[config.mk]
export PLATFORM = sky130hd
export DESIGN_NAME = sfb_queue
export DESIGN_NICKNAME = d
export VERILOG_FILES = /design/src/sv/sfb_pkg.sv /design/src/sv/sfb_queue.sv
export SDC_FILE = /design/constraint.sdc
export NUM_CORES = 1
export LEC_CHECK = 0
export ABC_AREA = 1
export BUFFER_PORTS_ARGS = -buffer_cell sky130_fd_sc_hd__buf_2
export CAP_MARGIN = 0
export CORE_ASPECT_RATIO = 1.1
export CORE_UTILIZATION = 60
export DETAILED_ROUTE_END_ITERATION = 12
export GPL_TIMING_DRIVEN = 0
export PLACE_DENSITY = 0.81
export SKIP_LAST_GASP = 1
export SYNTH_ARGS = -nofsm -noshare
export SYNTH_HDL_FRONTEND = slang
export SYNTH_SLANG_ARGS = --single-unit
[constraint.sdc]
create_clock -name clock -period 10.21 [get_ports clock]
set_input_delay 2.042 -clock clock [delete_from_list [all_inputs] [get_ports clock]]
set_output_delay 2.042 -clock clock [all_outputs]
set_load 0.02 [all_outputs]
[src/sv/sfb_pkg.sv]
// shared types, constants and helpers for the sticky round-robin flow balancer
`default_nettype none
package sfb_pkg;

   localparam int FLOW_ENTRIES_DEF = 1024;
   localparam int MAX_BACKENDS_DEF = 4;
   localparam int BACKEND_SLOTS    = 4;
   localparam int QUEUE_DEPTH      = 4;

   localparam logic [31:0] HASH_INIT  = 32'hdeadbeef + 32'd16;
   localparam logic [15:0] ETHER_IPV4 = 16'h0800;
   localparam logic [7:0]  PROTO_ICMP = 8'd1;
   localparam logic [7:0]  PROTO_TCP  = 8'd6;
   localparam logic [7:0]  PROTO_UDP  = 8'd17;
   localparam logic [15:0] LEN_IPV4   = 16'd34;
   localparam logic [15:0] LEN_TCP    = 16'd54;
   localparam logic [15:0] LEN_UDP    = 16'd42;

   localparam logic [1:0] VERDICT_PASS    = 2'd0;
   localparam logic [1:0] VERDICT_FORWARD = 2'd1;
   localparam logic [1:0] VERDICT_DROP    = 2'd2;

   localparam logic [2:0] REG_BACKEND_COUNT = 3'd0;
   localparam logic [2:0] REG_BACKEND_IP_A  = 3'd1;
   localparam logic [2:0] REG_BACKEND_IP_B  = 3'd2;
   localparam logic [2:0] REG_BACKEND_IP_C  = 3'd3;
   localparam logic [2:0] REG_BACKEND_IP_D  = 3'd4;

   // classified item handed from front to back
   typedef struct packed {
      logic        fwd;
      logic [31:0] hash;
      logic [31:0] dst;
   } entry_type;

   typedef struct packed {
      logic [2:0]                          backend_count;
      logic [BACKEND_SLOTS-1:0][31:0]      backend_ip;
   } cfg_type;

   function automatic logic [31:0] rotl(input logic [31:0] v, input int s);
      rotl = (v << s) | (v >> (32 - s));
   endfunction

endpackage
`default_nettype wire

[src/sv/sfb_queue.sv]
// short item queue between front and back
`default_nettype none
module sfb_queue (
   input  wire logic          clock,
   input  wire logic          reset,
   input  wire logic          push_valid,
   input  wire sfb_pkg::entry_type push_entry,
   output logic               push_ready,
   output logic               pop_valid,
   output sfb_pkg::entry_type pop_entry,
   input  wire logic          pop_ready
);

   localparam int PW = $clog2(sfb_pkg::QUEUE_DEPTH);

   sfb_pkg::entry_type slot_ff [sfb_pkg::QUEUE_DEPTH];
   logic [PW-1:0] wr_ff;
   logic [PW-1:0] rd_ff;
   logic [PW:0]   count_ff;
   logic          do_push;
   logic          do_pop;

   assign push_ready = (count_ff != (PW+1)'(sfb_pkg::QUEUE_DEPTH));
   assign pop_valid  = (count_ff != '0);
   assign pop_entry  = slot_ff[rd_ff];
   assign do_push    = push_valid && push_ready;
   assign do_pop     = pop_valid && pop_ready;

   always_ff @(posedge clock) begin
      if (reset) begin
         wr_ff    <= '0;
         rd_ff    <= '0;
         count_ff <= '0;
      end else begin
         if (do_push) wr_ff <= wr_ff + 1'b1;
         if (do_pop) rd_ff <= rd_ff + 1'b1;
         if (do_push && !do_pop) count_ff <= count_ff + 1'b1;
         else if (!do_push && do_pop) count_ff <= count_ff - 1'b1;
      end
   end

   always_ff @(posedge clock) begin
      if (do_push) slot_ff[wr_ff] <= push_entry;
   end

endmodule
`default_nettype wire

==> Implementation_results.wiki <==
{| class="wikitable"
! Metric !! Value
|-
| Status || completed
|-
| Sort of element at the start of the critical path || register
|-
| Count of vias placed by the detailed router || 6325
|-
| Initial antenna violation count || 3
|-
| Die Ht || 140 µm
|-
| Met3 WL post-DR || 1.43 mm
|-
| Share of the cycle needed by the critical path after routing || 0.415
|-
| Leading cell type in the layout, fill and taps excluded || sky130_fd_sc_hd__edfxtp_1
|-
| Fraction of layout cells with a size suffix above 1 || 0.292
|-
| Area Overhead vs Synth || 19.9%
|-
| Flip-flop and latch count after synthesis || 269
|-
| Met2 wirelength from detailed routing || 11.3 mm
|-
| Avg Inst Size Synth || 15.0 µm²
|-
| Class of the tightest hold or removal check || reg -> reg
|-
| IO buf count || 135
|-
| 1st-iter DRT viols || 471
|-
| Ys Warns || 0
|-
| Setup repair after global routing missed its margin || false
|-
| Cells along the critical path || buf_4, clkbuf_1, o21ai_0, o22ai_1, buf_2
|-
| Number of buffers on the longest clock path || 3
|-
| Number of setup violations in the final report || 0
|-
| Top Layer Used || met4
|-
| Highest-delay cell along the critical path || sky130_fd_sc_hd__dfxtp_1
|-
| Routed wire length || 21.9 mm
|-
| Fmax || 236 MHz
|-
| WP data arrival || 2200 ps
|-
| Clk Latency, worst-skew pair || 520 ps
|-
| Flop-to-flop setup slack || 7810 ps
|-
| H-tree depth reported by CTS || 1
|-
| Relative slew margins || 0.400
|-
| Final Util || 0.735
|-
| Clock transition time at the flip-flop clock pins of the worst setup and hold paths || 60 ps
|-
| Number of iterations in the first detailed-routing pass || 4
|-
| Worst setup slack after placement || 6260 ps
|-
| Aggregate global-route resource usage || 0.250
|-
| Highest net fanout along the worst path || 10
|-
| Post-CTS Setup Inserts || 0
|-
| Final weighted congestion of routability-driven global placement || 0.727
|-
| Clock net sink count || 269
|-
| Design area || 0.0125 mm²
|-
| Clock tree from TritonCTS || built
|-
| Pwr/cell area || 264 mW/mm²
|-
| Clock period minus final worst setup slack || 4240 ps
|-
| Fraction of the yosys area taken by sequential cells || 0.766
|-
| Resize count post-CTS || 0
|-
| Routed WL per cell || 19.5 µm
|-
| Peak VDD IR || 0.175 mV
|-
| Met1 Wirelength || 8.66 mm
|-
| Net count after synthesis || 772
|-
| Clock buffers created by TritonCTS || 26
|-
| Die Outline Area || 0.0179 mm²
|-
| Width of the die || 128 µm
|-
| Maximum Capacitance Violations || 0
|-
| Number of remaining DRC errors || 0
|-
| Via/cell ratio || 5.63
|-
| Min setup slack post-route || 5970 ps
|-
| Root buffer cell || sky130_fd_sc_hd__clkbuf_16
|-
| Worst-case hold slack || 517 ps
|-
| Final antenna-violating net count || 0
|-
| Final slew viol count || 0
|-
| Largest clock skew in the final design || 8.07 ps
|-
| Total standard cell area after synthesis || 0.0104 mm²
|-
| Fin Setup TNS || 0 ps
|-
| Number of distinct library cells after synthesis || 24
|-
| Pin slew with the least headroom to its limit || 898 ps
|-
| Total global routing overflow || 0
|-
| Number of nets at the end of the flow || 943
|-
| Commonest non-fill, non-tap cells in the layout || sky130_fd_sc_hd__edfxtp_1 (260), sky130_fd_sc_hd__buf_2 (147), sky130_fd_sc_hd__nor2_1 (120)
|-
| CTS hold repair buffers || 0
|-
| Initial standard-cell utilization of the core || 0.613
|-
| Kind of capture point of the worst setup path || output pin
|-
| Half-perimeter wire length after detailed placement || 13.8 mm
|-
| IO Pins || 136
|-
| Required time of the critical path || 8170 ps
|-
| Largest net degree at the start of global routing || 31
|-
| First-pass GRT wire length || 33.8 mm
|-
| Std cell rows || 50
|-
| Placed Area || 0.0116 mm²
|-
| Instance count of the mapped netlist || 697
|-
| Slowest stage delay, CP || 390 ps
|-
| Count of endpoints failing hold in the final timing report || 0
|-
| Vias in the first global route || 6376
|-
| Static leakage power || 4.42 nW
|-
| Core Region || 0.0170 mm²
|-
| Critical path type || reg -> out
|}
-- routing by layer --
| metal | vias up | GRT usage |
|---|---|---|
| met5 | - | 0 |
| met4 | 0 | 0.0910 |
| met3 | 41 | 0.0447 |
| met2 | 241 | 0.422 |
| met1 | 3089 | 0.327 |
| li1 | 2954 | - |
-- critical path, delay by kind of cell, from the launching register on --
| family | cells | cell delay (ps) |
|---|---|---|
| buffers and inverters | 3 | 830 |
| AO/OA/AOI/OAI | 2 | 470 |
| flip-flops | 1 | 390 |
-- flip-flops by register name, summed over array words and instances (netlist names), named ones only --
name,flops
rd_ff,2
wr_ff,2
count_ff,3
slot_ff,260
-- cell type report --
class / count / area [µm²]
antenna: 2 / 5.00
clock inverter: 12 / 163
buffer: 42 / 293
clock buffer: 36 / 739
timing repair buffer: 143 / 843
tap: 234 / 293
inverter: 16 / 65.1
fill: 1090 / 4510
multi-input combinational: 370 / 2120
sequential: 269 / 7990
-- metrics by stage --
step	cells	total power [mW]
2_1_floorplan	697	2.01
3_3_place_gp	1066	2.30
3_5_place_dp	1074	2.33
4_1_cts	1122	3.32
5_1_grt	1123	3.44
6_report	1124	3.30
-- where the power goes --
part	switching, mW	internal (mW)
Combinational	0.626	0.304
Clock	0.387	0.606
Sequential	0.0354	1.34
Total	1.05	2.25
-- kinds of logic (layout without fill, tap and decap cells) --
group	after synthesis	in the layout	synth area share
other	0	2	0
xor gates and xnor gates	1	1	0.000840
and+or+nand+nor	164	164	0.0742
AOI/OAI and AO/OA	199	199	0.117
DFF	269	269	0.766
buffers and inverters	58	249	0.0343
adders and majority gates	6	6	0.00792
-- synth_stat cells --
| master | instances | area, µm² |
|---|---|---|
| sky130_fd_sc_hd__a21oi_1 | 3 | 15.0 |
| sky130_fd_sc_hd__buf_12 | 3 | 60.1 |
| sky130_fd_sc_hd__buf_2 | 12 | 60.1 |
| sky130_fd_sc_hd__buf_4 | 1 | 7.51 |
| sky130_fd_sc_hd__buf_6 | 9 | 101 |
| sky130_fd_sc_hd__clkbuf_1 | 17 | 63.8 |
| sky130_fd_sc_hd__dfxtp_1 | 9 | 180 |
| sky130_fd_sc_hd__edfxtp_1 | 260 | 7810 |
| sky130_fd_sc_hd__fa_1 | 1 | 20.0 |
| sky130_fd_sc_hd__ha_1 | 5 | 62.6 |
| sky130_fd_sc_hd__inv_1 | 14 | 52.6 |
| sky130_fd_sc_hd__inv_2 | 1 | 3.75 |
| sky130_fd_sc_hd__inv_6 | 1 | 8.76 |
| sky130_fd_sc_hd__nand2_1 | 15 | 56.3 |
| sky130_fd_sc_hd__nand3_1 | 4 | 20.0 |
| sky130_fd_sc_hd__nand3b_1 | 1 | 7.51 |
| sky130_fd_sc_hd__nor2_1 | 124 | 465 |
| sky130_fd_sc_hd__nor2_4 | 20 | 225 |
| sky130_fd_sc_hd__o21ai_0 | 91 | 455 |
| sky130_fd_sc_hd__o21ai_1 | 35 | 175 |
| sky130_fd_sc_hd__o21ai_2 | 5 | 43.8 |
| sky130_fd_sc_hd__o22ai_1 | 45 | 282 |
| sky130_fd_sc_hd__o22ai_2 | 20 | 250 |
| sky130_fd_sc_hd__xor2_1 | 1 | 8.76 |
-- worst paths after layout --
| check | startpoint | end | depth (start not counted) |
|---|---|---|---|
| setup / recovery | register | pop_entry[15] | 5 |
| hold reg to reg | rd_ff[0] | rd_ff[0] | 2 |
| hold / removal | rd_ff[0] | rd_ff[0] | 2 |
| setup reg to reg | count_ff[0] | slot_ff[3][61] | 6 |
No activity file was read; power rests on OpenSTA's default activity.
