File: src/sv/sfb_pkg.sv
// shared types, constants and helpers for the sticky round-robin flow balancer
`default_nettype none
package sfb_pkg;

   localparam int FLOW_ENTRIES_DEF = 1024;
   localparam int MAX_BACKENDS_DEF = 4;
   localparam int BACKEND_SLOTS    = 4;
   localparam int QUEUE_DEPTH      = 4;

   localparam logic [31:0] HASH_INIT  = 32'hdeadbeef + 32'd16;
   localparam logic [15:0] ETHER_IPV4 = 16'h0800;
   localparam logic [7:0]  PROTO_ICMP = 8'd1;
   localparam logic [7:0]  PROTO_TCP  = 8'd6;
   localparam logic [7:0]  PROTO_UDP  = 8'd17;
   localparam logic [15:0] LEN_IPV4   = 16'd34;
   localparam logic [15:0] LEN_TCP    = 16'd54;
   localparam logic [15:0] LEN_UDP    = 16'd42;

   localparam logic [1:0] VERDICT_PASS    = 2'd0;
   localparam logic [1:0] VERDICT_FORWARD = 2'd1;
   localparam logic [1:0] VERDICT_DROP    = 2'd2;

   localparam logic [2:0] REG_BACKEND_COUNT = 3'd0;
   localparam logic [2:0] REG_BACKEND_IP_A  = 3'd1;
   localparam logic [2:0] REG_BACKEND_IP_B  = 3'd2;
   localparam logic [2:0] REG_BACKEND_IP_C  = 3'd3;
   localparam logic [2:0] REG_BACKEND_IP_D  = 3'd4;

   // classified item handed from front to back
   typedef struct packed {
      logic        fwd;
      logic [31:0] hash;
      logic [31:0] dst;
   } entry_type;

   typedef struct packed {
      logic [2:0]                          backend_count;
      logic [BACKEND_SLOTS-1:0][31:0]      backend_ip;
   } cfg_type;

   function automatic logic [31:0] rotl(input logic [31:0] v, input int s);
      rotl = (v << s) | (v >> (32 - s));
   endfunction

endpackage
`default_nettype wire

File: src/sv/sfb_intf.sv
// channel interfaces for request, response and register writes
`default_nettype none
interface sfb_req_if;
   logic        valid;
   logic        ready;
   logic [15:0] frame_bytes;
   logic [15:0] ether_kind;
   logic [7:0]  ip_proto;
   logic [31:0] source_addr;
   logic [31:0] dest_addr;
   logic [15:0] source_port_num;
   logic [15:0] dest_port_num;
   modport source (output valid, frame_bytes, ether_kind, ip_proto, source_addr, dest_addr,
                   source_port_num, dest_port_num, input ready);
   modport sink (input valid, frame_bytes, ether_kind, ip_proto, source_addr, dest_addr,
                 source_port_num, dest_port_num, output ready);
endinterface

`default_nettype wire

File: src/sv/sfb_front.sv
// front: classifies items and runs the flow key hash over four stages
`default_nettype none
module sfb_front (
   input  wire logic          clock,
   input  wire logic          reset,
   input  wire logic          enable,
   sfb_req_if.sink            req,
   output sfb_pkg::entry_type push_entry,
   output logic               push_valid,
   input  wire logic          push_ready
);

   typedef struct packed {
      logic        fwd;
      logic [31:0] dst;
      logic [31:0] w3;
      logic [31:0] a;
      logic [31:0] b;
      logic [31:0] c;
   } stage_type;

   stage_type stage_ff [4];
   stage_type stage_in [4];
   logic [3:0] valid_ff;
   logic [4:0] rdy;

   // classification, key words, first three mixing steps
   function automatic stage_type stage0(
      input logic [15:0] len, input logic [15:0] kind, input logic [7:0] proto,
      input logic [31:0] src, input logic [31:0] dst,
      input logic [15:0] sp_in, input logic [15:0] dp_in);
      stage_type s;
      logic ok;
      logic [15:0] sp;
      logic [15:0] dp;
      logic [31:0] w0;
      logic [31:0] w1;
      logic [31:0] w2;
      logic [31:0] a;
      logic [31:0] b;
      logic [31:0] c;
      sp = sp_in;
      dp = dp_in;
      ok = 1'b0;
      if (proto == sfb_pkg::PROTO_TCP) ok = (len >= sfb_pkg::LEN_TCP);
      else if (proto == sfb_pkg::PROTO_UDP) ok = (len >= sfb_pkg::LEN_UDP);
      else if (proto == sfb_pkg::PROTO_ICMP) begin
         ok = 1'b1;
         sp = '0;
         dp = '0;
      end
      s.fwd = ok && (kind == sfb_pkg::ETHER_IPV4) && (len >= sfb_pkg::LEN_IPV4);
      s.dst = dst;
      s.w3  = {24'd0, proto};
      w0 = {src[7:0], src[15:8], src[23:16], src[31:24]};
      w1 = {dst[7:0], dst[15:8], dst[23:16], dst[31:24]};
      w2 = {dp[7:0], dp[15:8], sp[7:0], sp[15:8]};
      a = sfb_pkg::HASH_INIT + w0;
      b = sfb_pkg::HASH_INIT + w1;
      c = sfb_pkg::HASH_INIT + w2;
      a = a - c; a = a ^ sfb_pkg::rotl(c, 4); c = c + b;
      b = b - a; b = b ^ sfb_pkg::rotl(a, 6); a = a + c;
      c = c - b; c = c ^ sfb_pkg::rotl(b, 8); b = b + a;
      s.a = a;
      s.b = b;
      s.c = c;
      return s;
   endfunction

   function automatic stage_type stage1(input stage_type s_in);
      stage_type s;
      logic [31:0] a;
      logic [31:0] b;
      logic [31:0] c;
      s = s_in;
      a = s_in.a;
      b = s_in.b;
      c = s_in.c;
      a = a - c; a = a ^ sfb_pkg::rotl(c, 16); c = c + b;
      b = b - a; b = b ^ sfb_pkg::rotl(a, 19); a = a + c;
      c = c - b; c = c ^ sfb_pkg::rotl(b, 4);  b = b + a;
      s.a = a + s_in.w3;
      s.b = b;
      s.c = c;
      return s;
   endfunction

   function automatic stage_type stage2(input stage_type s_in);
      stage_type s;
      logic [31:0] a;
      logic [31:0] b;
      logic [31:0] c;
      s = s_in;
      a = s_in.a;
      b = s_in.b;
      c = s_in.c;
      c = c ^ b; c = c - sfb_pkg::rotl(b, 14);
      a = a ^ c; a = a - sfb_pkg::rotl(c, 11);
      b = b ^ a; b = b - sfb_pkg::rotl(a, 25);
      c = c ^ b; c = c - sfb_pkg::rotl(b, 16);
      s.a = a;
      s.b = b;
      s.c = c;
      return s;
   endfunction

   function automatic stage_type stage3(input stage_type s_in);
      stage_type s;
      logic [31:0] a;
      logic [31:0] b;
      logic [31:0] c;
      s = s_in;
      a = s_in.a;
      b = s_in.b;
      c = s_in.c;
      a = a ^ c; a = a - sfb_pkg::rotl(c, 4);
      b = b ^ a; b = b - sfb_pkg::rotl(a, 14);
      c = c ^ b; c = c - sfb_pkg::rotl(b, 24);
      s.a = a;
      s.b = b;
      s.c = c;
      return s;
   endfunction

   always_comb begin
      stage_in[0] = stage0(req.frame_bytes, req.ether_kind, req.ip_proto, req.source_addr,
                           req.dest_addr, req.source_port_num, req.dest_port_num);
      stage_in[1] = stage1(stage_ff[0]);
      stage_in[2] = stage2(stage_ff[1]);
      stage_in[3] = stage3(stage_ff[2]);
   end

   always_comb begin
      rdy[4] = push_ready;
      for (int k = 3; k >= 0; k--) begin
         rdy[k] = !valid_ff[k] || rdy[k+1];
      end
   end

   assign req.ready = enable && rdy[0];

   always_ff @(posedge clock) begin
      if (reset) begin
         valid_ff <= '0;
      end else begin
         if (rdy[0]) valid_ff[0] <= req.valid && enable;
         for (int k = 1; k < 4; k++) begin
            if (rdy[k]) valid_ff[k] <= valid_ff[k-1];
         end
      end
   end

   always_ff @(posedge clock) begin
      for (int k = 0; k < 4; k++) begin
         if (rdy[k]) stage_ff[k] <= stage_in[k];
      end
   end

   assign push_valid      = valid_ff[3];
   assign push_entry.fwd  = stage_ff[3].fwd;
   assign push_entry.hash = stage_ff[3].c;
   assign push_entry.dst  = stage_ff[3].dst;

endmodule
`default_nettype wire

File: src/flat_wrapper.sv
// flat-port wrapper written by rule: the top's interface ports become plain ports
module sfb_front_flat 
  (clock, reset, enable, push_entry, push_valid, push_ready, req_valid, req_frame_bytes, req_ether_kind, req_ip_proto, req_source_addr, req_dest_addr, req_source_port_num, req_dest_port_num, req_ready);
  sfb_req_if req_i ();
  input  wire logic clock;
  input  wire logic reset;
  input  wire logic enable;
  output sfb_pkg::entry_type push_entry;
  output logic push_valid;
  input  wire logic push_ready;
  input wire logic [$bits(req_i.valid)-1:0] req_valid;
  input wire logic [$bits(req_i.frame_bytes)-1:0] req_frame_bytes;
  input wire logic [$bits(req_i.ether_kind)-1:0] req_ether_kind;
  input wire logic [$bits(req_i.ip_proto)-1:0] req_ip_proto;
  input wire logic [$bits(req_i.source_addr)-1:0] req_source_addr;
  input wire logic [$bits(req_i.dest_addr)-1:0] req_dest_addr;
  input wire logic [$bits(req_i.source_port_num)-1:0] req_source_port_num;
  input wire logic [$bits(req_i.dest_port_num)-1:0] req_dest_port_num;
  output wire logic [$bits(req_i.ready)-1:0] req_ready;
  assign req_i.valid = req_valid;
  assign req_i.frame_bytes = req_frame_bytes;
  assign req_i.ether_kind = req_ether_kind;
  assign req_i.ip_proto = req_ip_proto;
  assign req_i.source_addr = req_source_addr;
  assign req_i.dest_addr = req_dest_addr;
  assign req_i.source_port_num = req_source_port_num;
  assign req_i.dest_port_num = req_dest_port_num;
  assign req_ready = req_i.ready;
  sfb_front u_core (.clock(clock), .reset(reset), .enable(enable), .req(req_i), .push_entry(push_entry), .push_valid(push_valid), .push_ready(push_ready));
endmodule
File: config.mk
export PLATFORM = sky130hd
export DESIGN_NAME = sfb_front_flat
export DESIGN_NICKNAME = d
export VERILOG_FILES = /design/src/sv/sfb_pkg.sv /design/src/sv/sfb_intf.sv /design/src/sv/sfb_front.sv /design/src/flat_wrapper.sv
export SDC_FILE = /design/constraint.sdc
export NUM_CORES = 2
export LEC_CHECK = 0
export ABC_AREA = 1
export BUFFER_PORTS_ARGS = -buffer_cell sky130_fd_sc_hd__buf_2
export CAP_MARGIN = 10
export CORE_UTILIZATION = 60
export CTS_BUF_LIST = sky130_fd_sc_hd__clkbuf_16
export DETAILED_ROUTE_END_ITERATION = 12
export GPL_TIMING_DRIVEN = 0
export PLACE_DENSITY = 0.89
export RECOVER_POWER = 25
export SYNTH_ARGS = -nofsm -noshare
export SYNTH_HDL_FRONTEND = slang
export SYNTH_SLANG_ARGS = --single-unit
File: constraint.sdc
create_clock -name clock -period 24.4 [get_ports clock]
set_input_delay 1.22 -clock clock [delete_from_list [all_inputs] [get_ports clock]]
set_output_delay 1.22 -clock clock [all_outputs]
set_load 0.005 [all_outputs]
==> results.py <==
metrics = {
    "yosys": {
        "synth_area_leader_cell": "edfxtp_1",
        "ys_seq_area_frac": 0.281,
        "syn-cell-area_mm2": 0.0495,
        "yosys-top-cells-area": "edfxtp_1 (28%), ha_1 (16%), xor2_1 (12%)",
        "syn_inst": 6167,
        "synth_ff_type": "edfxtp_1",
        "ys_warn_count": 0,
        "yosysTopAreaCellShare": 0.279,
        "synth-edff-count": 460,
        "syn-num-nets": 6945,
        "ys_seq_elements": 464,
        "synthArstFlopShare": 0,
        "synth.avg_cell_area_um2": 8.03,
        "yosysUniqueCellTypes": 62,
    },
    "route": {
        "first_pass_iters": 8,
        "first_iter_violations": 4129,
        "wl_per_cell_um": 20.8,
        "via_count": 44300,
        "drt-vias-per-instance": 5.88,
        "antenna_left": 0,
        "drc": 0,
        "wl_um": 156000,
    },
    "floorplan": {
        "start_util": 0.611,
        "die_y_um": 289,
        "die_area_mm2": 0.0836,
        "core_mm2": 0.0811,
        "die_w_um": 289,
        "std_cell_rows": 104,
        "io_pins": 208,
    },
    "worst_hold_path": {
        "min-delay-start": "u_core.stage_ff[2][145]$_DFFE_PP_",
        "hp-class": "flop to flop",
    },
    "placed_design": {
        "postPlaceCellArea_mm2": 0.0520,
        "finalWeightedCongestion": 1.04,
        "place_hpwl_um": 130000,
        "port_buffers": 206,
    },
    "critical_path": {
        "cp-start-kind": "flop",
        "critPathSlowestCell": "xnor2_1",
        "worstSetupPathType": "flop to flop",
        "cpLargestDelayFamily": "compound AO/OA/AOI/OAI gates",
        "reg2reg_from": "u_core.stage_ff[1][34]$_DFFE_PP_",
        "arrival_ps": 13450,
        "cp_common_cell": "a21oi_1",
        "path_buf_inv": 2,
        "worstPathRequired_ps": 24770,
        "crit_start": "u_core.stage_ff[1][34]$_DFFE_PP_",
        "end_kind": "flop",
        "cpPeakStageDelay_ps": 870,
        "cp_max_fo": 4,
    },
    "global_route": {
        "grt_pass1_vias": 43000,
        "grt_max_degree": 108,
        "grt_pass1_wl_um": 236000,
        "grt_usage": 0.370,
        "grt-ovfl-total": 0,
        "antenna_found_initial": 10,
    },
    "clocking": {
        "clk_pin_slew_ps": 70,
        "clockBufferDepth": 3,
        "clkLatencyLatePin_ps": 640,
        "post-cts-setup-buffers": 0,
        "h-tree-depth": 2,
        "cts_buffers": 50,
        "clock-sinks": 464,
        "cts_tree": "built",
        "cts_hold_buf": 0,
        "cts_resized": 0,
        "cts_root_buf": "clkbuf_16",
    },
    "sta": {
        "finalCritPeriodShare": 0.536,
        "worst_slew_pin_slew_ps": 2100,
        "finalSetupTns_ps": 0,
        "clock_skew_ps": 61.3,
        "fin_crit_ps": 13080,
        "rsz0062_at_grt": "false",
        "slew_violations": 41,
        "hold_violations": 0,
        "slew_headroom": -0.400,
        "max_freq_ghz": 0.0765,
        "finalSetupViolCount": 0,
    },
    "cells_and_area": {
        "syn_to_final_growth_pct": 8.27,
        "nNetsFinal": 7207,
        "regArea_mm2": 0.0139,
        "fillers": 6662,
        "multi_input_area_mm2": 0.0318,
        "final_area_mm2": 0.0536,
        "drive_gt1_frac": 0.0563,
    },
    "outcome": {
        "status": "finished, violations left",
        "violations": "max-capacitance violations, max-slew violations",
    },
    "flow_run": {
        "max_cap_violations": 1,
    },
}
cell type report:
class	instances	area share
buffer	8	0.00100
tap	1060	0.0247
timing repair buffer	210	0.0194
antenna	6	0.000280
inverter	995	0.0700
multi-input combinational	4700	0.594
sequential	464	0.259
clock inverter	39	0.00789
clock buffer	51	0.0238
synthesized netlist by cell type (all sizes together) (24+ instances only):
library cell,count
nor3,58
xor2,685
xnor2,331
edfxtp,460
nor2,340
a31oi,24
a21boi,59
o21bai,53
ha,617
inv,995
nand4,58
nand2,1091
nand3,222
nor4,29
o21ai,310
a21oi,644
sequential cells by signal, indices dropped and copies added (netlist names):
register         count
u_core.valid_ff      4
u_core.stage_ff    460
final timing paths:
kind / endpoint / slack (ps) / cells past startpoint
worst max-delay path: u_core.stage_ff[2][28]$_DFFE_PP_ / 11320 / 55
worst min-delay path: u_core.stage_ff[3][145]$_DFFE_PP_ / 390 / 0
worst max register to register: u_core.stage_ff[2][28]$_DFFE_PP_ / 11320 / 55
worst min register to register: u_core.stage_ff[3][145]$_DFFE_PP_ / 390 / 0
metrics by stage:
stage	utilization	cells	worst slack, ps	hold WS (ps)
finish	0.661	7533	11320	394
global route	0.661	7527	10520	420
CTS	0.662	7527	11720	401
detailed placement	0.641	7437	11830	405
global placement	0.640	7433	9750	401
floorplan	-	6167	13080	400
layout by cell type, fill, tap and decap left out, types with 19 or more instances in the layout:
cell,instances
a211oi_1,22
a21boi_0,23
a21boi_1,32
a21o_1,22
a21oi_1,637
a31oi_1,24
buf_2,144
clkbuf_1,68
clkbuf_16,51
edfxtp_1,460
fa_1,20
ha_1,617
inv_1,986
nand2_1,1049
nand2_2,39
nand3_1,208
nand4_1,58
nor2_1,331
nor3_1,55
nor4_1,29
o21a_1,20
o21ai_0,229
o21ai_1,62
o21ai_2,19
o21bai_1,49
xnor2_1,330
xor2_1,682
cell families (layout without fill, tap and decap cells):
| family | Yosys count | after routing | share of synthesized area |
|---|---|---|---|
| other | 0 | 6 | 0 |
| AND/OR/NAND/NOR | 1831 | 1831 | 0.157 |
| buffers and inverters | 1003 | 1303 | 0.0765 |
| adder cells (fa/ha/maj) | 637 | 637 | 0.164 |
| XOR/XNOR | 1021 | 1021 | 0.183 |
| flip-flops | 464 | 464 | 0.281 |
| AO/OA/AOI/OAI | 1211 | 1211 | 0.139 |
metal layers:
metal,share of wire,vias up,GRT usage
li1,-,21200,-
met1,0.38,20400,0.433
met2,0.47,2097,0.635
met3,0.088,614,0.0624
met4,0.068,6,0.219
met5,0.00023,-,0
Power is not shown: default switching activity piles up to over one toggle a cycle in this logic, so the estimate is an artifact.
